<file path="src/hdl/cma_pkg.sv">
// shared constants, types and helpers for the confusion matrix accumulator
// no dependencies
package cma_pkg;

  localparam int MAX_CLASSES = 64;
  localparam int MODE_COUNT  = 3;
  localparam int MODE_W      = 2;
  localparam int CLASS_W     = $clog2(MAX_CLASSES);
  localparam int ROW_W       = $clog2(MAX_CLASSES + 1);
  localparam int CFG_W       = 7;
  localparam int FLOAT_W     = 32;
  localparam int COUNT_W     = 32;
  localparam int TABLE_CELLS = MAX_CLASSES * MAX_CLASSES;
  localparam int CELL_DEPTH  = MODE_COUNT * TABLE_CELLS;
  localparam int ADDR_W      = MODE_W + 2 * CLASS_W;
  localparam int QUEUE_DEPTH = 4;
  localparam int QPTR_W      = $clog2(QUEUE_DEPTH);
  localparam int QCNT_W      = $clog2(QUEUE_DEPTH + 1);

  localparam logic [1:0] ACT_SAMPLE = 2'd0;
  localparam logic [1:0] ACT_CLEAR  = 2'd1;
  localparam logic [1:0] ACT_READ   = 2'd2;

  localparam logic [1:0] RES_SAMPLE = 2'd0;
  localparam logic [1:0] RES_CLEAR  = 2'd1;
  localparam logic [1:0] RES_READ   = 2'd2;

  typedef struct packed {
    logic [1:0]         action;
    logic [MODE_W-1:0]  mode;
    logic               pred_seen;
    logic               label_seen;
    logic [CLASS_W-1:0] pred_row;
    logic [CLASS_W-1:0] label_row;
  } cmd_t;

  typedef struct packed {
    logic full;
    logic empty;
  } q_status_t;

  function automatic logic mode_ok(input logic [MODE_W-1:0] m);
    return m < MODE_W'(MODE_COUNT);
  endfunction

  function automatic logic [COUNT_W-1:0] sat_inc(input logic [COUNT_W-1:0] v);
    return (v == '1) ? v : v + COUNT_W'(1);
  endfunction

endpackage

</file>
<file path="src/hdl/cma_front.sv">
// front part: takes input words, tracks the last nonzero rows of a sample
// and queues sample, clear and read commands; depends on cma_pkg
module cma_front (
  input  logic                         clk,
  input  logic                         rst,
  input  logic                         cfg_valid,
  output logic                         cfg_ready,
  input  logic [cma_pkg::CFG_W-1:0]    classes_in_use,
  input  logic                         in_valid,
  output logic                         in_stall,
  input  logic [1:0]                   action,
  input  logic [cma_pkg::MODE_W-1:0]   run_mode,
  input  logic [cma_pkg::FLOAT_W-1:0]  prediction_bits,
  input  logic [cma_pkg::FLOAT_W-1:0]  label_bits,
  input  logic                         last_row,
  input  logic [cma_pkg::CLASS_W-1:0]  read_prediction,
  input  logic [cma_pkg::CLASS_W-1:0]  read_label,
  input  cma_pkg::q_status_t           q_status,
  input  logic                         init_busy,
  output logic                         push,
  output cma_pkg::cmd_t                cmd
);

  logic [cma_pkg::CFG_W-1:0]   classes;
  logic [cma_pkg::ROW_W-1:0]   row_position;
  logic                        prediction_seen;
  logic [cma_pkg::CLASS_W-1:0] prediction_row;
  logic                        label_seen;
  logic [cma_pkg::CLASS_W-1:0] label_row;

  logic [cma_pkg::ROW_W-1:0]   active;
  logic                        in_range;
  logic                        pred_hit;
  logic                        label_hit;
  logic                        prediction_seen_next;
  logic [cma_pkg::CLASS_W-1:0] prediction_row_next;
  logic                        label_seen_next;
  logic [cma_pkg::CLASS_W-1:0] label_row_next;
  logic                        accept;

  assign cfg_ready = 1'b1;
  assign in_stall  = q_status.full | init_busy;
  assign accept    = in_valid & ~in_stall;

  always_comb begin
    if (classes == '0) begin
      active = cma_pkg::ROW_W'(1);
    end else if (cma_pkg::ROW_W'(classes) > cma_pkg::ROW_W'(cma_pkg::MAX_CLASSES)) begin
      active = cma_pkg::ROW_W'(cma_pkg::MAX_CLASSES);
    end else begin
      active = cma_pkg::ROW_W'(classes);
    end
  end

  // sign bit ignored so that -0 reads as zero
  assign in_range  = row_position < active;
  assign pred_hit  = in_range & (|prediction_bits[cma_pkg::FLOAT_W-2:0]);
  assign label_hit = in_range & (|label_bits[cma_pkg::FLOAT_W-2:0]);

  assign prediction_seen_next = prediction_seen | pred_hit;
  assign label_seen_next      = label_seen | label_hit;
  assign prediction_row_next  = pred_hit ? row_position[cma_pkg::CLASS_W-1:0] : prediction_row;
  assign label_row_next       = label_hit ? row_position[cma_pkg::CLASS_W-1:0] : label_row;

  always_comb begin
    push           = 1'b0;
    cmd.action     = action;
    cmd.mode       = run_mode;
    cmd.pred_seen  = prediction_seen_next;
    cmd.label_seen = label_seen_next;
    cmd.pred_row   = prediction_row_next;
    cmd.label_row  = label_row_next;
    case (action)
      cma_pkg::ACT_SAMPLE: begin
        push = accept & last_row;
      end
      cma_pkg::ACT_CLEAR: begin
        push = accept;
      end
      cma_pkg::ACT_READ: begin
        push           = accept;
        cmd.pred_seen  = 1'b0;
        cmd.label_seen = 1'b0;
        cmd.pred_row   = read_prediction;
        cmd.label_row  = read_label;
      end
      default: begin
        push = 1'b0;
      end
    endcase
  end

  always_ff @(posedge clk) begin
    if (rst) begin
      classes         <= cma_pkg::CFG_W'(cma_pkg::MAX_CLASSES);
      row_position    <= '0;
      prediction_seen <= 1'b0;
      prediction_row  <= '0;
      label_seen      <= 1'b0;
      label_row       <= '0;
    end else begin
      if (cfg_valid) begin
        classes <= classes_in_use;
      end
      if (accept && action == cma_pkg::ACT_SAMPLE) begin
        if (last_row) begin
          row_position    <= '0;
          prediction_seen <= 1'b0;
          prediction_row  <= '0;
          label_seen      <= 1'b0;
          label_row       <= '0;
        end else begin
          if (row_position < cma_pkg::ROW_W'(cma_pkg::MAX_CLASSES)) begin
            row_position <= row_position + cma_pkg::ROW_W'(1);
          end
          prediction_seen <= prediction_seen_next;
          prediction_row  <= prediction_row_next;
          label_seen      <= label_seen_next;
          label_row       <= label_row_next;
        end
      end
    end
  end

endmodule

</file>
<file path="config.mk">
export PLATFORM = sky130hd
export DESIGN_NAME = cma_front
export DESIGN_NICKNAME = d
export VERILOG_FILES = /design/src/hdl/cma_pkg.sv /design/src/hdl/cma_front.sv
export SDC_FILE = /design/constraint.sdc
export NUM_CORES = 1
export LEC_CHECK = 0
export BUFFER_PORTS_ARGS = -buffer_cell sky130_fd_sc_hd__buf_4
export CAP_MARGIN = 40
export CORE_MARGIN = 1
export CORE_UTILIZATION = 40
export CTS_BUF_LIST = sky130_fd_sc_hd__clkbuf_4 sky130_fd_sc_hd__clkbuf_8
export CTS_CLUSTER_SIZE = 12
export DETAILED_ROUTE_END_ITERATION = 16
export HOLD_SLACK_MARGIN = 0.08
export PLACE_DENSITY = 0.83
export SLEW_MARGIN = 5
export SYNTH_ARGS = -nofsm -noshare
export SYNTH_HDL_FRONTEND = slang
export SYNTH_SLANG_ARGS = --single-unit
</file>
<file path="constraint.sdc">
create_clock -name clk -period 2.3 [get_ports clk]
set_input_delay 0.23 -clock clk [delete_from_list [all_inputs] [get_ports clk]]
set_output_delay 0.23 -clock clk [all_outputs]
set_load 0.01 [all_outputs]
</file>
==> flow_summary.yaml, run 1 <==
global_route:
  grt_max_degree: 33
  grt_remaining_overflow: 0
  grt_pass1_vias: 2212
  grt_use_total_pct: 24.7
  grt_pass1_wl_um: 10200
  grt_antenna_before_repair: 0
power:
  pwr_density_cell_nw_per_um2: 356
  peakVddDrop_mv: 0.277
  p_leak_nw: 1.37
  power.total_mw: 1.13
timing:
  fin_skew_ns: 0.00229
  final-hold-violation-count: 0
  worst_pin_slew_ns: 0.655
  holdWs_ns: 0.156
  setup_slack_ns: -0.204
  post-route-period-util_pct: 109
  tns_ns: -2.50
  slew_violations: 0
  rsz0062_at_grt: "true"
  finalSetupViolCount: 16
  period_needed_ns: 2.50
  slew_headroom_pct: 56.2
  max_freq_mhz: 399
floorplanning:
  start_util_pct: 42.0
  core_um2: 4790
  ios: 116
  placementRows: 25
  die_h_um: 72.9
  dieArea_um2: 5310
  dieWidth_um: 72.9
setup_path:
  r2r_end: "prediction_row[2]"
  crit_fanout: 7
  crit_required_ns: 2.07
  reg2regPathDepth: 11
  critPathLaunchType: "register"
  end_kind: "output port"
  crit_type: "reg2out"
  r2r-start: "classes[6]"
  crit_chain: "inv_4, nand2_4, ha_4, nand4_1, o21bai_1, a211o_1, clkbuf_16, o21ai_1, nand3_1, buf_4"
  ff2ff_setup_slack_ns: -0.11
  crit_slowest_cell: "dfxtp_2"
  arrival_ns: 2.27
  slowest_delay_ns: 0.34
cells_and_area:
  n_fill_cell: 419
  fin_util_pct: 66.0
  antennaDiodeCount: 0
  final_area_um2: 3160
  fin_cells: 449
  area_delta_synth_final_pct: 57.2
  final_nets: 488
  drive_gt1_share_pct: 40.6
routing:
  ant_nets: 0
  avgRoutedWirePerCell_um: 15.6
  route.detailed.drc: 0
  via_count: 2466
  drt_iter0_drc: 137
  routed_wl_um: 6990
  vias_per_cell: 5.49
  firstDrtPassIters: 4
placement:
  dp_slack_ns: 0.0374
  gp_congestion: 0.848
  numPlacedInstances: 439
  hpwlAfterDp_um: 5100
  portBuffers: 107
  place_area_um2: 2920
clock_tree:
  cts_tree: "done"
  clk-insertion-delay-late_ns: 0.28
  numCtsBuffers: 3
  cts_sinks: 28
  clk_path_buf_depth: 2
  path_clk_slew_ns: 0.09
  root_buffer: "clkbuf_8"
  ctsHtreeMaxLevel: 1
  ctsHoldBuffers: 0
yosys:
  synth_top_area_share_pct: 27.9
  async_flop_share_pct: 0
  yosysSeqAreaShare_pct: 27.9
  synth.distinct_cells: 40
  ys_warn_count: 0
  synth_cells: 271
  synth_ff_type: "dfxtp_1"
  mappedNetlistArea_um2: 2010
  syn_area_per_cell_um2: 7.41
  synth_enable_flop_cells: 0
  ys_seq_elements: 28
  synth_area_leaders: "dfxtp_1 (28%), nand3_1 (9.7%), nand2_1 (7.3%)"
  syn-num-nets: 376
  yosysTopAreaCell: "dfxtp_1"
min_path:
  holdCritStartpoint: "rst"
  worst_hold_path_type: "in2reg"
  hold_depth: 2
  hold_end: "classes[4]"
status:
  status: "complete, but fails checks"
  violations: "negative setup slack"
flow_run:
  maxCapViolations: 0
[worst max-delay path, delay by kind of cell, from the launching register on]
| family | cells | cell delay (ns) |
|---|---|---|
| AO/OA/AOI/OAI | 3 | 0.57 |
| buffers and inverters | 3 | 0.41 |
| adder cells (fa/ha/maj) | 1 | 0.28 |
| AND/OR/NAND/NOR | 3 | 0.37 |
| flip-flops | 1 | 0.34 |
[what timing repair did]
item,4_1_cts,5_1_grt
setup endpoints to repair,14,18
gates resized for setup,8,20
cloned,0,1
pin swaps,2,4
setup buffers,2,3
[placed cells by master (no fill, tap or decap), types with 5 or more instances in the layout]
cell type and count:
buf_4 122, nand3_1 37, o221ai_1 10, dfxtp_1 27, mux2i_1 6, nor4_1 14, a21oi_1 5, nand4_1 6
nor2b_1 18, o21ai_1 10, nand2_1 36, ha_1 6, inv_1 5, nor2_1 22
[flip-flops by register name, indices dropped and copies added, names as in the netlist]
name	flops
row_position	7
prediction_row	6
label_row	6
classes	7
prediction_seen	1
label_seen	1
[synth_stat cells, types with 2 or more instances]
cell type and number:
a31oi_1 3, a21oi_1 6, o21ai_0 10, buf_4 6, o21ai_1 5, nor4_1 14
nand2_1 39, buf_2 2, xnor2_1 2, nor3_1 3, clkbuf_1 10, nor2_1 22
nor2b_1 18, or2_2 2, nand4_4 2, ha_1 10, o221ai_1 12, dfxtp_1 28
mux2i_1 6, nand4_1 6, inv_1 6, nand3_1 39, xor2_1 3
[final cells by class]
class	count	area, um2	area share, %
Clock buffer	4	55.1	1.74
Timing Repair Buffer	126	992	31.4
Tap cell	67	83.8	2.65
Multi-Input combinational cell	217	1440	45.5
Sequential cell	28	562	17.8
Inverter	7	28.8	0.911
[power by group]
group / leakage (nW) / total, mW / switching [mW] / internal (mW)
clock network: 0.0288 / 0.313 / 0.160 / 0.154
logic: 1.12 / 0.310 / 0.131 / 0.179
registers: 0.227 / 0.502 / 0.00893 / 0.493
total: 1.37 / 1.13 / 0.299 / 0.826
[routing by layer]
layer  vias up  GRT usage (%)  part of all wire, %
met1      1122           27.3                   37
li1       1194              -                    -
met3        17           3.73                  7.7
met4         0           9.59                  2.8
met2       133           46.9                   53
met5         -              0                    0
[cells by family after synthesis]
kind of cell               Yosys count  share of synthesized area (%)
buffers and inverters               26                           6.10
adders and majority gates           10                           6.23
and+or+nand+nor                    151                           39.0
xor gates and xnor gates             5                           2.18
other                                1                          0.187
muxes                                6                           2.99
AOI/OAI and AO/OA                   44                           15.4
DFF                                 28                           27.9
[worst max-delay path by stage]
stage,start,to,depth (start not counted)
3_3_place_gp,classes[6],cmd[7],10
3_5_place_dp,classes[6],cmd[7],10
5_1_grt,classes[6],cmd[8],10
2_1_floorplan,classes[6],cmd[10],9
4_1_cts,classes[6],cmd[2],10
6_report,classes[6],cmd[2],10
Power figures use the tool's default switching activity.
==> run 2: changes to the inputs <==
Settings changed: CTS_BUF_LIST sky130_fd_sc_hd__clkbuf_4 sky130_fd_sc_hd__clkbuf_8 to sky130_fd_sc_hd__clkbuf_4, REMOVE_ABC_BUFFERS set to 1.
==> run 2 against run 1 <==
The run still ends with negative setup slack left. Sequential power hardly changed. Clock-buffer cell count is 1 lower. Clock power is 31% lower. Utilization is 2.9 points higher. Largest cell class unchanged. Worst setup slack worse by 0.11 ns. Sequential share of layout area is 0.75 points lower. Combinational power is 6.5% higher. Global-route usage is 0.32 points lower.
==> flow_summary.yaml, run 2 (synthesis gave the netlist of run 1 again) <==
status:
  status: "complete, but fails checks"
  violations: "negative setup slack"
global_route:
  grt_pass1_vias: 2323
  grt_max_degree: 33
  grt_pass1_wl_um: 10100
  grt_remaining_overflow: 0
  grt_use_total_pct: 24.4
  grt_antenna_before_repair: 0
setup_path:
  crit_family: "compound AO/OA/AOI/OAI gates"
  path_buf_inv: 3
  crit_slowest_cell: "dfxtp_2"
  arrival_ns: 2.39
  crit_type: "reg2out"
  crit_chain: "clkinv_4, nand2_2, ha_4, nand4_1, a211oi_2, a211o_1, clkbuf_16, o21ai_2, nand3_1, buf_6"
  critPathLaunchType: "register"
  end_kind: "output port"
  crit_required_ns: 2.07
  slowest_delay_ns: 0.37
  crit_fanout: 7
routing:
  ant_nets: 0
  route.detailed.drc: 0
  routed_wl_um: 6960
  drt_iter0_drc: 234
  vias_per_cell: 5.46
  avgRoutedWirePerCell_um: 15.4
  firstDrtPassIters: 4
  via_count: 2472
power:
  pwr_density_cell_nw_per_um2: 318
  peakVddDrop_mv: 0.225
  p_leak_nw: 1.42
clock_tree:
  root_buffer: "clkbuf_4"
  numCtsBuffers: 3
  cts_tree: "done"
  path_clk_slew_ns: 0.16
  clk-insertion-delay-late_ns: 0.35
  clk_path_buf_depth: 2
  ctsHtreeMaxLevel: 1
  cts_sinks: 28
timing:
  max_freq_mhz: 382
  worst_pin_slew_ns: 0.612
  finalSetupViolCount: 26
  final-hold-violation-count: 0
  slew_violations: 0
  period_needed_ns: 2.62
  fin_skew_ns: 0.00994
  slew_headroom_pct: 59.0
  post-route-period-util_pct: 114
  setup_slack_ns: -0.316
  rsz0062_at_grt: "true"
floorplanning:
  placementRows: 25
  dieWidth_um: 72.9
  core_um2: 4790
  ios: 116
  die_h_um: 72.9
  dieArea_um2: 5310
  start_util_pct: 42.0
cells_and_area:
  fin_util_pct: 68.9
  fin_cells: 453
  reg_top3: "classes: 7 flops, row_position: 7 flops"
  final_nets: 492
  final_area_um2: 3300
  layout_common_cells: "buf_4 (120), nand2_1 (35), nand3_1 (30)"
  antennaDiodeCount: 0
  drive_gt1_share_pct: 46.6
  area_delta_synth_final_pct: 64.1
  final_common_cell: "buf_4"
  n_fill_cell: 397
placement:
  place_area_um2: 2920
  hpwlAfterDp_um: 4730
  numPlacedInstances: 439
  portBuffers: 107
  dp_slack_ns: 0.0181
  gp_congestion: 0.841
min_path:
  worst_hold_path_type: "in2reg"
flow_run:
  maxCapViolations: 0
run 2: layer usage:
metal / vias up / share of wire (%) / track usage [%]
met5: - / 0 / 0
met4: 0 / 2.1 / 11.1
met3: 17 / 5.9 / 3.73
met2: 113 / 54 / 48.1
met1: 1139 / 38 / 24.9
li1: 1203 / - / -
run 2: through the flow:
step | hold WS [ns] | total power [mW] | TNS (ns)
CTS | 0.0922 | 1.02 | -2.79
floorplan | 0.302 | 0.603 | 0
global route | 0.0884 | 1.10 | -7.30
global placement | 0.447 | 0.784 | 0
finish | 0.0802 | 1.05 | -4.52
detailed placement | 0.460 | 0.791 | 0
run 2: worst register-to-register path: cells and delay by family (launching register included):
kind / cells / cell delay, ns
AND/OR/NAND/NOR: 2 / 0.24
flip-flops: 1 / 0.37
adder cells (fa/ha/maj): 1 / 0.26
buffers and inverters: 5 / 0.70
AO/OA/AOI/OAI: 4 / 0.76
run 2: what timing repair did:
action | CTS | global route
endpoints found under the setup margin | 14 | 26
setup buffers | 5 | 6
hold buffers | 0 | 0
pin swaps | 4 | 28
resized for setup | 18 | 45
gates cloned | 1 | 1
run 2: layout make-up:
| class | instances | area [um2] | area share (%) |
|---|---|---|---|
| clock buffer | 3 | 22.5 | 0.683 |
| clock inverter | 1 | 3.75 | 0.114 |
| inverter | 7 | 31.3 | 0.948 |
| multi-input combinational | 217 | 1560 | 47.3 |
| sequential | 28 | 562 | 17.0 |
| tap | 67 | 83.8 | 2.54 |
| timing repair buffer | 130 | 1040 | 31.4 |
run 2: report_power, final:
group	total, mW	switching [mW]	internal [mW]
Clock	0.216	0.152	0.0641
Sequential	0.503	0.00930	0.494
Combinational	0.330	0.141	0.189
Total	1.05	0.302	0.747
run 2: final timing paths:
check / from / end / slack (ns) / depth (start not counted)
worst max-delay path: classes[6] / cmd[11] / -0.32 / 10
worst min-delay path: rst / classes[1] / 0.08 / 2
worst max register to register: classes[6] / label_row[5] / -0.11 / 12
worst min register to register: label_seen / label_seen / 0.52 / 2
