`src/hdl/cma_pkg.sv`:
```
// shared constants, types and helpers for the confusion matrix accumulator
// no dependencies
package cma_pkg;

  localparam int MAX_CLASSES = 64;
  localparam int MODE_COUNT  = 3;
  localparam int MODE_W      = 2;
  localparam int CLASS_W     = $clog2(MAX_CLASSES);
  localparam int ROW_W       = $clog2(MAX_CLASSES + 1);
  localparam int CFG_W       = 7;
  localparam int FLOAT_W     = 32;
  localparam int COUNT_W     = 32;
  localparam int TABLE_CELLS = MAX_CLASSES * MAX_CLASSES;
  localparam int CELL_DEPTH  = MODE_COUNT * TABLE_CELLS;
  localparam int ADDR_W      = MODE_W + 2 * CLASS_W;
  localparam int QUEUE_DEPTH = 4;
  localparam int QPTR_W      = $clog2(QUEUE_DEPTH);
  localparam int QCNT_W      = $clog2(QUEUE_DEPTH + 1);

  localparam logic [1:0] ACT_SAMPLE = 2'd0;
  localparam logic [1:0] ACT_CLEAR  = 2'd1;
  localparam logic [1:0] ACT_READ   = 2'd2;

  localparam logic [1:0] RES_SAMPLE = 2'd0;
  localparam logic [1:0] RES_CLEAR  = 2'd1;
  localparam logic [1:0] RES_READ   = 2'd2;

  typedef struct packed {
    logic [1:0]         action;
    logic [MODE_W-1:0]  mode;
    logic               pred_seen;
    logic               label_seen;
    logic [CLASS_W-1:0] pred_row;
    logic [CLASS_W-1:0] label_row;
  } cmd_t;

  typedef struct packed {
    logic full;
    logic empty;
  } q_status_t;

  function automatic logic mode_ok(input logic [MODE_W-1:0] m);
    return m < MODE_W'(MODE_COUNT);
  endfunction

  function automatic logic [COUNT_W-1:0] sat_inc(input logic [COUNT_W-1:0] v);
    return (v == '1) ? v : v + COUNT_W'(1);
  endfunction

endpackage

```
`src/hdl/cma_queue.sv`:
```
// short command queue between the front and back parts
// depends on cma_pkg
module cma_queue (
  input  logic              clk,
  input  logic              rst,
  input  logic              push,
  input  cma_pkg::cmd_t     din,
  input  logic              pop,
  output cma_pkg::cmd_t     dout,
  output cma_pkg::q_status_t status
);

  cma_pkg::cmd_t entries [cma_pkg::QUEUE_DEPTH];
  logic [cma_pkg::QPTR_W-1:0] wptr;
  logic [cma_pkg::QPTR_W-1:0] rptr;
  logic [cma_pkg::QCNT_W-1:0] fill;

  assign status.full  = (fill == cma_pkg::QCNT_W'(cma_pkg::QUEUE_DEPTH));
  assign status.empty = (fill == '0);
  assign dout = entries[rptr];

  always_ff @(posedge clk) begin
    if (push) begin
      entries[wptr] <= din;
    end
  end

  always_ff @(posedge clk) begin
    if (rst) begin
      wptr <= '0;
      rptr <= '0;
      fill <= '0;
    end else begin
      if (push) begin
        wptr <= wptr + cma_pkg::QPTR_W'(1);
      end
      if (pop) begin
        rptr <= rptr + cma_pkg::QPTR_W'(1);
      end
      case ({push, pop})
        2'b10:   fill <= fill + cma_pkg::QCNT_W'(1);
        2'b01:   fill <= fill - cma_pkg::QCNT_W'(1);
        default: fill <= fill;
      endcase
    end
  end

endmodule

```
`config.mk`:
```
export PLATFORM = sky130hd
export DESIGN_NAME = cma_queue
export DESIGN_NICKNAME = d
export VERILOG_FILES = /design/src/hdl/cma_pkg.sv /design/src/hdl/cma_queue.sv
export SDC_FILE = /design/constraint.sdc
export NUM_CORES = 1
export LEC_CHECK = 0
export BUFFER_PORTS_ARGS = -buffer_cell sky130_fd_sc_hd__buf_2
export CORE_MARGIN = 2
export CORE_UTILIZATION = 45
export DETAILED_ROUTE_END_ITERATION = 6
export PLACE_DENSITY = 0.67
export SYNTH_ARGS = -nofsm -noshare
export SYNTH_HDL_FRONTEND = slang
export SYNTH_SLANG_ARGS = --single-unit
```
`constraint.sdc`:
```
create_clock -name clk -period 1.5 [get_ports clk]
set_clock_uncertainty 0.1 [all_clocks]
set_input_delay 0.3 -clock clk [delete_from_list [all_inputs] [get_ports clk]]
set_output_delay 0.3 -clock clk [all_outputs]
set_load 0.01 [all_outputs]
```
==> metrics.txt, run 1 <==
# TYPE chip_impl_metric gauge
chip_impl_info{name="setup_crit_start_kind",value="register"} 1
chip_impl_info{name="highest-signal-layer",value="met4"} 1
chip_impl_info{name="rr_endpoint",value="fill[2]$_SDFFE_PP0P_"} 1
chip_impl_info{name="main_combinational_cell_family_by_area_after_synthesis",value="multiplexers"} 1
chip_impl_metric{name="final.setup.worst_slack",unit="ns"} -0.432
chip_impl_metric{name="via_per_inst",unit=""} 5.06
chip_impl_metric{name="wl_met2",unit="mm"} 2.65
chip_impl_metric{name="yosys.cell_types.count",unit=""} 22
chip_impl_metric{name="port_buffers",unit=""} 41
chip_impl_metric{name="max_stage_delay",unit="ns"} 0.52
chip_impl_metric{name="routed-wl-met3",unit="microns"} 234
chip_impl_info{name="cts.root.buffer_cell",value="sky130_fd_sc_hd__clkbuf_8"} 1
chip_impl_metric{name="core",unit="sq um"} 6680
chip_impl_metric{name="insertedDiodeCount",unit=""} 0
chip_impl_metric{name="fp.dieArea",unit="sq um"} 7510
chip_impl_metric{name="layout-drive-gt1-share",unit="%"} 47.1
chip_impl_metric{name="synth_xor_xnor_area_share",unit="%"} 1.43
chip_impl_metric{name="final.setup.tns",unit="ns"} -7.41
chip_impl_metric{name="static-leakage-power",unit="nW"} 1.34
chip_impl_metric{name="min_delay_path_depth",unit=""} 1
chip_impl_metric{name="r2r_setup_slack",unit="ns"} -0.04
chip_impl_metric{name="dp_hpwl",unit="mm"} 3.37
chip_impl_metric{name="post_synth_fa_ha_maj_area_fraction",unit="%"} 2.69
chip_impl_metric{name="first_global_vias",unit=""} 1577
chip_impl_metric{name="crit_required",unit="ns"} 1.10
chip_impl_info{name="cts_tree",value="yes"} 1
chip_impl_metric{name="minimum_period_implied_by_the_final_worst_setup_slack",unit="ns"} 1.93
chip_impl_metric{name="muxShareOfSynthArea",unit="%"} 14.5
chip_impl_metric{name="drcViolationCount",unit=""} 0
chip_impl_metric{name="fillerInstances",unit=""} 507
chip_impl_metric{name="report.power.total",unit="mW"} 4.75
chip_impl_metric{name="finalCoreUtilization",unit="%"} 56.3
chip_impl_metric{name="routabilityCongestion",unit=""} 0.642
chip_impl_metric{name="synth_seq_area_share",unit="%"} 76.2
chip_impl_metric{name="post_drt_wl_per_cell",unit="microns"} 17.3
chip_impl_metric{name="cp_max_fo",unit=""} 7
chip_impl_metric{name="worst_slew_pin_tran",unit="ns"} 0.230
chip_impl_metric{name="grt_start_max_net_pins",unit=""} 19
chip_impl_metric{name="antenna_found_initial",unit=""} 0
chip_impl_metric{name="syn-cell-area",unit="sq um"} 3070
chip_impl_metric{name="design.portCount",unit=""} 42
chip_impl_metric{name="clk_latency",unit="ns"} 0.34
chip_impl_metric{name="drt-met1-wl",unit="mm"} 2.04
chip_impl_metric{name="dr.pass1.iters",unit=""} 4
chip_impl_metric{name="synthCells",unit=""} 141
chip_impl_metric{name="detail_route.wirelength",unit="mm"} 5.01
chip_impl_metric{name="simple_gate_fraction_of_synth_area",unit="%"} 2.48
chip_impl_metric{name="cts.sinks",unit=""} 81
chip_impl_metric{name="floorplan.rows",unit=""} 30
chip_impl_metric{name="clock_path_buffers",unit=""} 2
chip_impl_info{name="crit_slowest_cell",value="sky130_fd_sc_hd__mux4_2"} 1
chip_impl_metric{name="ir_drop",unit="mV"} 0.475
chip_impl_info{name="worstHoldStart",value="din[0]"} 1
chip_impl_metric{name="synthesis.yosys.warnings",unit=""} 0
chip_impl_metric{name="area_grow_syn2layout",unit="%"} 22.5
chip_impl_metric{name="avgSynthCellArea",unit="sq um"} 21.8
chip_impl_metric{name="clock_tree.htree_level_count",unit=""} 3
chip_impl_metric{name="final-max-slew-violation-count",unit=""} 0
chip_impl_metric{name="crit_arrival",unit="ns"} 1.53
chip_impl_info{name="crit_chain",value="buf_12 > mux4_2 > buf_6"} 1
chip_impl_info{name="setup.worst_path.end_class",value="output pin"} 1
chip_impl_metric{name="drv.max_cap_violation_count",unit=""} 0
chip_impl_info{name="violations",value="setup timing"} 1
chip_impl_metric{name="clkTransAtPathRegs",unit="ns"} 0.08
chip_impl_metric{name="die_height",unit="microns"} 86.6
chip_impl_metric{name="fmaxAchievable",unit="GHz"} 0.518
chip_impl_metric{name="globalRouteTotalUtil",unit="%"} 14.5
chip_impl_metric{name="r2r_cells",unit=""} 5
chip_impl_metric{name="yosys_register_bits",unit=""} 81
chip_impl_metric{name="floorplan.die.width",unit="microns"} 86.6
chip_impl_metric{name="syn_nets",unit=""} 169
chip_impl_metric{name="total_cts_buffers",unit=""} 9
chip_impl_metric{name="worst_slew_margin_rel",unit="%"} 84.5
chip_impl_metric{name="finalHoldViolCount",unit=""} 0
chip_impl_info{name="timing.rr.start",value="fill[0]$_SDFFE_PP0P_"} 1
chip_impl_info{name="whs_endpoint",value="entries[1][0]$_DFFE_PP_"} 1
chip_impl_info{name="run_status",value="complete, but fails checks"} 1
chip_impl_metric{name="postRouteAntennaNets",unit=""} 0
chip_impl_metric{name="synth_compound_gate_area_share",unit="%"} 0.489
chip_impl_metric{name="hold_buffers",unit=""} 0
chip_impl_info{name="hold_path.class",value="in -> reg"} 1
chip_impl_metric{name="globalRouteOverflowTotal",unit=""} 0
chip_impl_metric{name="setup_viol",unit=""} 19
chip_impl_metric{name="nets",unit=""} 233
chip_impl_info{name="rsz0062_at_grt",value="yes"} 1
chip_impl_metric{name="num_vias",unit=""} 1466
chip_impl_info{name="criticalPathCategory",value="reg -> out"} 1
chip_impl_metric{name="power-per-cell-area",unit="nW/um^2"} 1260
chip_impl_metric{name="initial_utilization",unit="%"} 46.0
chip_impl_metric{name="global_route_wire_length_before_repair",unit="mm"} 7.73
chip_impl_metric{name="drt_iter0_markers",unit=""} 82
chip_impl_metric{name="post-route-period-util",unit="%"} 129
## state kept, by name, summed over array words and instances (netlist names), named ones only
name	count
entries	72
rptr	2
wptr	2
fill	3
## layout make-up
| class | count | area [sq um] | area share [%] |
|---|---|---|---|
| Clock inverter | 6 | 58.8 | 1.56 |
| Tap cell | 80 | 100 | 2.66 |
| Inverter | 6 | 22.5 | 0.598 |
| Clock buffer | 10 | 128 | 3.39 |
| Sequential cell | 81 | 2350 | 62.4 |
| Multi-Input combinational cell | 49 | 647 | 17.2 |
| Timing Repair Buffer | 58 | 459 | 12.2 |
## stage by stage
| step | worst slack (ns) | instance area (sq um) | hold WS [ns] | instances |
|---|---|---|---|---|
| 6_report | -0.432 | 3760 | 0.0655 | 290 |
| 5_1_grt | -0.486 | 3760 | 0.0521 | 290 |
| 4_1_cts | -0.461 | 3700 | 0.0514 | 289 |
| 3_5_place_dp | -0.328 | 3500 | 0.411 | 273 |
| 3_3_place_gp | -0.201 | 3500 | 0.384 | 273 |
| 2_1_floorplan | -0.0867 | 3080 | 0.299 | 141 |
## per-layer routing
layer	track usage [%]	vias to the layer above
met1	16.3	743
li1	-	686
met3	5.24	6
met2	24.7	31
met4	6.82	0
met5	0	-
## cells by family (layout without fill, tap and decap cells)
logic type / after synthesis / count (layout)
AND/OR/NAND/NOR: 16 / 16
adder cells (fa/ha/maj): 6 / 6
AO/OA/AOI/OAI: 3 / 3
buffers and inverters: 11 / 80
flip-flops: 81 / 81
XOR/XNOR: 5 / 5
multiplexers: 19 / 19
## cells in the final DEF (no fill, tap or decap), drive strengths merged
cell type,count
ha,5
mux2i,1
and2,4
nand2,1
inv,6
nor2,8
or3,1
o21ai,1
and3,1
xnor2,2
xor2,3
clkinv,3
bufinv,1
clkbuf,10
edfxtp,72
dfxtp,9
clkinvlp,2
buf,58
nor3,1
a21oi,2
fa,1
mux4,18
## worst max-delay path by stage
stage               startpoint                   end  slack, ns  cells after the start
finish                register              dout[15]      -0.43                      3
global route          register              dout[15]      -0.49                      3
CTS                   register              dout[15]      -0.46                      3
detailed placement        push  fill[2]$_SDFFE_PP0P_      -0.33                      8
global placement          push  fill[2]$_SDFFE_PP0P_      -0.20                      8
floorplan                 push  fill[2]$_SDFFE_PP0P_      -0.09                      7
## repair_timing
| item | CTS | global route |
|---|---|---|
| hold endpoints to repair | 0 | 0 |
| buffers inserted | 0 | 1 |
| resized for setup | 20 | 10 |
| endpoints found under the setup margin | 20 | 20 |
| pin swaps | 0 | 1 |
## cells in the mapped netlist
library cell               number  share of area [%]
sky130_fd_sc_hd__or3_1          1               0.20
sky130_fd_sc_hd__ha_1           5                2.0
sky130_fd_sc_hd__clkbuf_1       1               0.12
sky130_fd_sc_hd__edfxtp_1      72                 70
sky130_fd_sc_hd__nor3_1         1               0.16
sky130_fd_sc_hd__xnor2_1        2               0.57
sky130_fd_sc_hd__and3_1         1               0.20
sky130_fd_sc_hd__inv_1          6               0.73
sky130_fd_sc_hd__nor2_1         8               0.98
sky130_fd_sc_hd__mux2i_1        1               0.33
sky130_fd_sc_hd__mux4_2        10                7.3
sky130_fd_sc_hd__buf_6          1               0.37
sky130_fd_sc_hd__o21ai_0        1               0.16
sky130_fd_sc_hd__fa_1           1               0.65
sky130_fd_sc_hd__buf_2          2               0.33
sky130_fd_sc_hd__a21oi_1        2               0.33
sky130_fd_sc_hd__buf_12         1               0.65
sky130_fd_sc_hd__dfxtp_1        9                5.9
sky130_fd_sc_hd__xor2_1         3               0.86
sky130_fd_sc_hd__nand2_1        1               0.12
sky130_fd_sc_hd__mux4_1         8                6.8
sky130_fd_sc_hd__and2_1         4               0.81
## power by group
| part | switching [mW] | total (mW) | internal (mW) |
|---|---|---|---|
| Combinational | 0.292 | 0.652 | 0.360 |
| Clock | 0.715 | 1.47 | 0.757 |
| Sequential | 0.0488 | 2.63 | 2.58 |
## worst max-delay path: cells and delay by family (launching register included)
kind,cells,cell delay [ns]
muxes,1,0.52
buffers and inverters,2,0.28
DFF,1,0.39
Power figures use the tool's default switching activity.
==> inputs of run 2 (changes only) <==
==> constraint.sdc (replaced) <==
create_clock -name clk -period 1.5 [get_ports clk]
set_clock_uncertainty 0.1 [all_clocks]
set_input_delay 0.075 -clock clk [delete_from_list [all_inputs] [get_ports clk]]
set_output_delay 0.075 -clock clk [all_outputs]
set_load 0.01 [all_outputs]
==> run 2 against run 1 <==
The run still ends with setup timing left. Highest routed layer unchanged. Count of clock-buffer cells in the layout fell by 1. Hold slack got worse by 0.035 ns. Wire length rose by 10%.
==> metrics.txt, run 2 (same netlist as run 1, synthesis figures left out) <==
# TYPE chip_impl_metric gauge
chip_impl_metric{name="globalRouteTotalUtil",unit="%"} 15.6
chip_impl_info{name="setup_crit_start_kind",value="register"} 1
chip_impl_metric{name="global_route_wire_length_before_repair",unit="mm"} 8.42
chip_impl_metric{name="die_height",unit="microns"} 86.6
chip_impl_info{name="violations",value="setup timing"} 1
chip_impl_metric{name="finalNonFillerCells",unit=""} 310
chip_impl_metric{name="total_cts_buffers",unit=""} 9
chip_impl_metric{name="drv.max_cap_violation_count",unit=""} 0
chip_impl_metric{name="postRouteAntennaNets",unit=""} 0
chip_impl_info{name="crit_slowest_cell",value="sky130_fd_sc_hd__mux4_2"} 1
chip_impl_metric{name="drt_iter0_markers",unit=""} 104
chip_impl_metric{name="r2r_cells",unit=""} 5
chip_impl_info{name="hold_path.class",value="in -> reg"} 1
chip_impl_metric{name="first_global_vias",unit=""} 1726
chip_impl_metric{name="design.portCount",unit=""} 42
chip_impl_metric{name="minimum_period_implied_by_the_final_worst_setup_slack",unit="ns"} 1.75
chip_impl_metric{name="max_stage_delay",unit="ns"} 0.52
chip_impl_info{name="worstHoldStart",value="push"} 1
chip_impl_metric{name="dp_cells",unit=""} 271
chip_impl_metric{name="clkTransAtPathRegs",unit="ns"} 0.07
chip_impl_info{name="mostFrequentLayoutCells",value="sky130_fd_sc_hd__edfxtp_1 (72), sky130_fd_sc_hd__buf_2 (28), sky130_fd_sc_hd__dlygate4sd3_1 (19)"} 1
chip_impl_metric{name="routabilityCongestion",unit=""} 0.660
chip_impl_info{name="setup.worst_path.end_class",value="output pin"} 1
chip_impl_metric{name="r2r_setup_slack",unit="ns"} -0.04
chip_impl_metric{name="static-leakage-power",unit="nW"} 1.45
chip_impl_metric{name="power-per-cell-area",unit="nW/um^2"} 1240
chip_impl_metric{name="crit_arrival",unit="ns"} 1.58
chip_impl_metric{name="core",unit="sq um"} 6680
chip_impl_metric{name="worst_slew_pin_tran",unit="ns"} 0.282
chip_impl_metric{name="cp_max_fo",unit=""} 4
chip_impl_info{name="crit_chain",value="clkbuf_16 > mux4_2 > buf_6"} 1
chip_impl_metric{name="min_delay_path_depth",unit=""} 4
chip_impl_metric{name="finalCoreUtilization",unit="%"} 59.9
chip_impl_metric{name="fp.dieArea",unit="sq um"} 7510
chip_impl_metric{name="clk_latency",unit="ns"} 0.33
chip_impl_metric{name="layout-drive-gt1-share",unit="%"} 43.9
chip_impl_metric{name="clock_tree.htree_level_count",unit=""} 3
chip_impl_metric{name="finalHoldViolCount",unit=""} 0
chip_impl_info{name="timing.rr.start",value="fill[1]$_SDFFE_PP0P_"} 1
chip_impl_metric{name="detail_route.wirelength",unit="mm"} 5.52
chip_impl_info{name="criticalPathCategory",value="reg -> out"} 1
chip_impl_metric{name="clock_path_buffers",unit=""} 2
chip_impl_metric{name="dr.pass1.iters",unit=""} 4
chip_impl_metric{name="ir_drop",unit="mV"} 0.579
chip_impl_metric{name="globalRouteOverflowTotal",unit=""} 0
chip_impl_metric{name="fmaxAchievable",unit="GHz"} 0.570
chip_impl_metric{name="post-route-period-util",unit="%"} 117
chip_impl_metric{name="initial_utilization",unit="%"} 46.0
chip_impl_info{name="cts.root.buffer_cell",value="sky130_fd_sc_hd__clkbuf_8"} 1
chip_impl_metric{name="p_int",unit="mW"} 3.90
chip_impl_metric{name="grt_start_max_net_pins",unit=""} 19
chip_impl_info{name="rr_endpoint",value="fill[2]$_SDFFE_PP0P_"} 1
chip_impl_metric{name="combinationalPowerShare",unit="%"} 14.3
chip_impl_info{name="run_status",value="complete, but fails checks"} 1
chip_impl_metric{name="area_grow_syn2layout",unit="%"} 30.1
chip_impl_metric{name="floorplan.rows",unit=""} 30
chip_impl_metric{name="worst_slew_margin_rel",unit="%"} 81.0
chip_impl_info{name="rsz0062_at_grt",value="yes"} 1
chip_impl_metric{name="antenna_found_initial",unit=""} 0
chip_impl_metric{name="clkPwrFrac",unit="%"} 32.8
chip_impl_metric{name="via_per_inst",unit=""} 5.11
chip_impl_metric{name="port_buffers",unit=""} 41
chip_impl_metric{name="insertedDiodeCount",unit=""} 0
chip_impl_info{name="regMostFlops",value="entries"} 1
chip_impl_metric{name="setup_viol",unit=""} 19
chip_impl_metric{name="final.setup.worst_slack",unit="ns"} -0.254
chip_impl_info{name="layout_commonest_cell",value="sky130_fd_sc_hd__edfxtp_1"} 1
chip_impl_metric{name="post_drt_wl_per_cell",unit="microns"} 17.8
chip_impl_info{name="reg_top3",value="entries: 72 flops, fill: 3 flops"} 1
chip_impl_metric{name="cts.sinks",unit=""} 81
chip_impl_info{name="cts_tree",value="yes"} 1
chip_impl_metric{name="switching_share",unit="%"} 21.5
chip_impl_metric{name="switchingPower",unit="mW"} 1.07
chip_impl_metric{name="drcViolationCount",unit=""} 0
chip_impl_metric{name="crit_required",unit="ns"} 1.32
chip_impl_info{name="whs_endpoint",value="wptr[0]$_SDFFE_PP0P_"} 1
chip_impl_metric{name="num_vias",unit=""} 1585
chip_impl_metric{name="final-max-slew-violation-count",unit=""} 0
chip_impl_metric{name="whs",unit="ns"} 0.0302
chip_impl_metric{name="pwr-share-seq",unit="%"} 52.8
chip_impl_metric{name="largest_register_ff_count",unit=""} 72
chip_impl_metric{name="floorplan.die.width",unit="microns"} 86.6
chip_impl_metric{name="nets",unit=""} 253
==> run 2: how the worst max path moves through the flow <==
stage | to | cells after the start
floorplan | entries[2][0]$_DFFE_PP_ | 3
global placement | fill[2]$_SDFFE_PP0P_ | 8
detailed placement | fill[2]$_SDFFE_PP0P_ | 8
CTS | dout[12] | 3
global route | dout[16] | 3
finish | dout[8] | 3
==> run 2: layer usage <==
metal,share of wire [%],vias to the layer above,wire length [microns],GRT usage [%]
met5,0,-,0,0
met4,1.4,0,80,8.81
met3,4.2,11,232,3.33
met2,53,38,2950,27.6
met1,41,810,2250,17.3
li1,-,726,-,-
==> run 2: layout make-up <==
type                            count  area, sq um
Clock buffer                        9          124
Inverter                            6         22.5
Multi-Input combinational cell     49          644
Clock inverter                      7         85.1
Tap cell                           80          100
Timing Repair Buffer               78          674
Sequential cell                    81         2350
Fill cell                         489         2680
==> run 2: metrics by stage <==
step	TNS [ns]	power [mW]	cell area, sq um	setup WS [ns]
floorplan	0	2.98	3080	0.00559
global placement	0	3.18	3470	0.0148
detailed placement	-0.122	3.22	3470	-0.122
CTS	-4.68	4.94	3940	-0.295
global route	-5.06	5.16	4000	-0.301
finish	-4.13	4.97	4000	-0.254
==> run 2: critical path, delay by kind of cell, from the launching register on <==
kind,cells,cell delay (ns)
muxes,1,0.52
buffers and inverters,2,0.31
DFF,1,0.42
==> run 2: power by group through the flow <==
stage / clock [mW] / combinational, mW / sequential (mW)
3_5_place_dp: 0 / 0.551 / 2.67
6_report: 1.63 / 0.713 / 2.63
4_1_cts: 1.68 / 0.644 / 2.62
2_1_floorplan: 0 / 0.328 / 2.66
5_1_grt: 1.75 / 0.769 / 2.64
3_3_place_gp: 0 / 0.524 / 2.66
==> run 2: repair_timing <==
item / 4_1_cts / 5_1_grt
resized for setup: 11 / 18
pin swaps: 3 / 2
setup buffers: 2 / 0
hold buffers: 19 / 0
gates cloned: 1 / 1
hold endpoints to repair: 81 / 0
setup endpoints to repair: 19 / 19
==> inputs of run 3 (changes only) <==
Settings changed: CTS_BUF_LIST set to sky130_fd_sc_hd__clkbuf_16, PLACE_DENSITY 0.67 to unset.
Clock period 1.5 ns to 1.8 ns, I/O delays scaled along.
==> run 3 against run 2 <==
The run now ends clean. Sequential share of layout area increased by 0.62 points. Register-to-register slack improved by 0.16 ns. Combinational power decreased by 30%. Worst setup slack improved by 0.30 ns. Critical path type unchanged. Design area decreased by 1.2%. Sequential power decreased by 17%. Utilization decreased by 0.69 points. Power decreased by 8.6%. Hold slack got worse by 0.029 ns.
==> metrics.txt, run 3 (same netlist as run 1, synthesis figures left out) <==
# TYPE chip_impl_metric gauge
chip_impl_info{name="rr_endpoint",value="fill[2]$_SDFFE_PP0P_"} 1
chip_impl_info{name="cts_tree",value="yes"} 1
chip_impl_metric{name="insertedDiodeCount",unit=""} 0
chip_impl_metric{name="worstPathBufferInverterCount",unit=""} 2
chip_impl_info{name="layout_commonest_cell",value="sky130_fd_sc_hd__edfxtp_1"} 1
chip_impl_info{name="hold_path.class",value="in -> reg"} 1
chip_impl_info{name="crit_slowest_cell",value="sky130_fd_sc_hd__mux4_2"} 1
chip_impl_metric{name="min_delay_path_depth",unit=""} 3
chip_impl_metric{name="dr.pass1.iters",unit=""} 4
chip_impl_metric{name="globalRouteTotalUtil",unit="%"} 15.0
chip_impl_metric{name="clock_tree.htree_level_count",unit=""} 3
chip_impl_metric{name="clk_latency",unit="ns"} 0.33
chip_impl_info{name="timing.rr.start",value="fill[0]$_SDFFE_PP0P_"} 1
chip_impl_info{name="run_status",value="complete, no violations"} 1
chip_impl_metric{name="routabilityCongestion",unit=""} 0.675
chip_impl_metric{name="whs",unit="ns"} 0.00129
chip_impl_metric{name="r2r_cells",unit=""} 5
chip_impl_metric{name="switchingPower",unit="mW"} 0.935
chip_impl_info{name="rsz0062_at_grt",value="yes"} 1
chip_impl_info{name="setup.worst_path.end_class",value="output pin"} 1
chip_impl_info{name="cp_top_family",value="multiplexers"} 1
chip_impl_metric{name="clkTransAtPathRegs",unit="ns"} 0.06
chip_impl_metric{name="finalNonFillerCells",unit=""} 302
chip_impl_metric{name="detail_route.wirelength",unit="mm"} 5.20
chip_impl_info{name="reg_top3",value="entries: 72 flops, fill: 3 flops"} 1
chip_impl_metric{name="core",unit="sq um"} 6680
chip_impl_metric{name="power-per-cell-area",unit="nW/um^2"} 1150
chip_impl_metric{name="pwr-share-seq",unit="%"} 48.2
chip_impl_metric{name="p_int",unit="mW"} 3.61
chip_impl_metric{name="worst_slew_margin_rel",unit="%"} 81.0
chip_impl_metric{name="cp_max_fo",unit=""} 4
chip_impl_metric{name="final-max-slew-violation-count",unit=""} 0
chip_impl_info{name="criticalPathCategory",value="reg -> out"} 1
chip_impl_metric{name="dp_hpwl",unit="mm"} 2.96
chip_impl_metric{name="report.power.total",unit="mW"} 4.55
chip_impl_metric{name="max_stage_delay",unit="ns"} 0.51
chip_impl_metric{name="post_drt_wl_per_cell",unit="microns"} 17.2
chip_impl_metric{name="worst_slew_pin_tran",unit="ns"} 0.285
chip_impl_metric{name="drcViolationCount",unit=""} 0
chip_impl_metric{name="finalHoldViolCount",unit=""} 0
chip_impl_info{name="worstHoldStart",value="push"} 1
chip_impl_metric{name="clkPwrFrac",unit="%"} 40.9
chip_impl_info{name="setup_crit_start_kind",value="register"} 1
chip_impl_metric{name="global_route_wire_length_before_repair",unit="mm"} 8.14
chip_impl_metric{name="initial_utilization",unit="%"} 46.0
chip_impl_metric{name="finalCoreUtilization",unit="%"} 59.2
chip_impl_metric{name="setup_viol",unit=""} 0
chip_impl_metric{name="total_area_of_multi_input_combinational_cells",unit="sq um"} 641
chip_impl_metric{name="crit_arrival",unit="ns"} 1.57
chip_impl_metric{name="ff_latch_area",unit="sq um"} 2350
chip_impl_metric{name="fillerInstances",unit=""} 509
chip_impl_info{name="cts.root.buffer_cell",value="sky130_fd_sc_hd__clkbuf_16"} 1
chip_impl_metric{name="static-leakage-power",unit="nW"} 1.43
chip_impl_metric{name="post-route-period-util",unit="%"} 97.5
chip_impl_metric{name="floorplan.die.width",unit="microns"} 86.6
chip_impl_metric{name="fp.dieArea",unit="sq um"} 7510
chip_impl_info{name="mostFrequentLayoutCells",value="sky130_fd_sc_hd__edfxtp_1 (72), sky130_fd_sc_hd__buf_2 (40), sky130_fd_sc_hd__dlygate4sd3_1 (21)"} 1
chip_impl_metric{name="port_buffers",unit=""} 41
chip_impl_metric{name="clock_path_buffers",unit=""} 2
chip_impl_metric{name="num_vias",unit=""} 1517
chip_impl_metric{name="area_grow_syn2layout",unit="%"} 28.6
chip_impl_metric{name="layout-drive-gt1-share",unit="%"} 36.5
chip_impl_metric{name="first_global_vias",unit=""} 1611
chip_impl_metric{name="drv.max_cap_violation_count",unit=""} 0
chip_impl_metric{name="r2r_setup_slack",unit="ns"} 0.12
chip_impl_metric{name="globalRouteOverflowTotal",unit=""} 0
chip_impl_info{name="whs_endpoint",value="wptr[1]$_SDFFE_PP0P_"} 1
chip_impl_metric{name="fmaxAchievable",unit="GHz"} 0.570
chip_impl_metric{name="dp_cells",unit=""} 263
chip_impl_metric{name="postRouteAntennaNets",unit=""} 0
chip_impl_metric{name="largest_register_ff_count",unit=""} 72
chip_impl_metric{name="antenna_found_initial",unit=""} 0
chip_impl_info{name="crit_chain",value="clkbuf_16 > mux4_2 > buf_2"} 1
chip_impl_metric{name="floorplan.rows",unit=""} 30
chip_impl_metric{name="minimum_period_implied_by_the_final_worst_setup_slack",unit="ns"} 1.76
chip_impl_metric{name="switching_share",unit="%"} 20.6
chip_impl_metric{name="cts.sinks",unit=""} 81
chip_impl_metric{name="die_height",unit="microns"} 86.6
chip_impl_metric{name="crit_required",unit="ns"} 1.61
chip_impl_metric{name="nets",unit=""} 245
chip_impl_metric{name="total_cts_buffers",unit=""} 9
chip_impl_metric{name="grt_start_max_net_pins",unit=""} 19
chip_impl_info{name="regMostFlops",value="entries"} 1
chip_impl_metric{name="drt_iter0_markers",unit=""} 80
chip_impl_metric{name="ir_drop",unit="mV"} 0.661
chip_impl_metric{name="combinationalPowerShare",unit="%"} 10.9
chip_impl_metric{name="design.portCount",unit=""} 42
chip_impl_metric{name="via_per_inst",unit=""} 5.02
[run 3: cell types whose count changed in the layout (fill, tap and decap cells not counted), moves of 3 or more]
cell	delta
sky130_fd_sc_hd__buf_2	+12
sky130_fd_sc_hd__buf_6	-12
sky130_fd_sc_hd__buf_4	-9
sky130_fd_sc_hd__clkbuf_16	+9
sky130_fd_sc_hd__clkbuf_8	-9
sky130_fd_sc_hd__inv_1	+3
[run 3: through the flow]
stage | worst slack (ns) | area [sq um] | setup TNS (ns)
4_1_cts | -0.000795 | 3940 | -0.000795
6_report | 0.0449 | 3950 | 0
3_5_place_dp | 0.0916 | 3390 | 0
3_3_place_gp | 0.182 | 3390 | 0
5_1_grt | -0.00558 | 3950 | -0.00558
2_1_floorplan | 0.239 | 3070 | 0
[run 3: worst max-delay path by stage]
stage | cells past startpoint | slack [ns] | end
after global placement | 8 | 0.18 | fill[2]$_SDFFE_PP0P_
after global routing | 3 | -0.006 | dout[5]
after CTS | 3 | -0.0008 | dout[9]
after detailed placement | 8 | 0.09 | fill[2]$_SDFFE_PP0P_
after floorplan | 5 | 0.24 | fill[2]$_SDFFE_PP0P_
final | 3 | 0.04 | dout[8]
[run 3: routing by layer]
metal  track usage [%]  vias up  wire length (microns)
met5                 0        -                      0
met1              18.6      767                   2260
li1                  -      712                      -
met4              7.24        0                     80
met2              24.5       30                   2670
met3              4.29        8                    186
[run 3: worst reg2reg max path: stages (launching register included)]
cell	delay [ns]
sky130_fd_sc_hd__dfxtp_1	0.37
sky130_fd_sc_hd__inv_1	0.09
sky130_fd_sc_hd__fa_1	0.43
sky130_fd_sc_hd__xor2_1	0.16
sky130_fd_sc_hd__or3_1	0.32
sky130_fd_sc_hd__a21oi_1	0.14
[run 3: layout make-up]
type                    instances  area share, %
flip-flops and latches         81           59.4
multi-input cells              49           16.2
repair buffers                 70           13.5
clock buffers                   9           5.70
well taps                      80           2.53
clock inverters                 7           2.18
inverters                       6          0.570
[run 3: power groups by stage]
stage                     combinational, mW  sequential [mW]  clock [mW]
after CTS                             0.485             2.19        1.90
after floorplan                       0.273             2.21           0
after global routing                  0.542             2.20        1.98
after global placement                0.417             2.21           0
after detailed placement              0.431             2.22           0
final                                 0.496             2.19        1.86
[run 3: repair_timing]
| action | 4_1_cts | 5_1_grt |
|---|---|---|
| setup buffers | 0 | 0 |
| cloned | 1 | 1 |
| setup endpoints to repair | 7 | 4 |
| gates resized for setup | 4 | 6 |
| hold buffers | 21 | 0 |
| hold endpoints to repair | 81 | 0 |
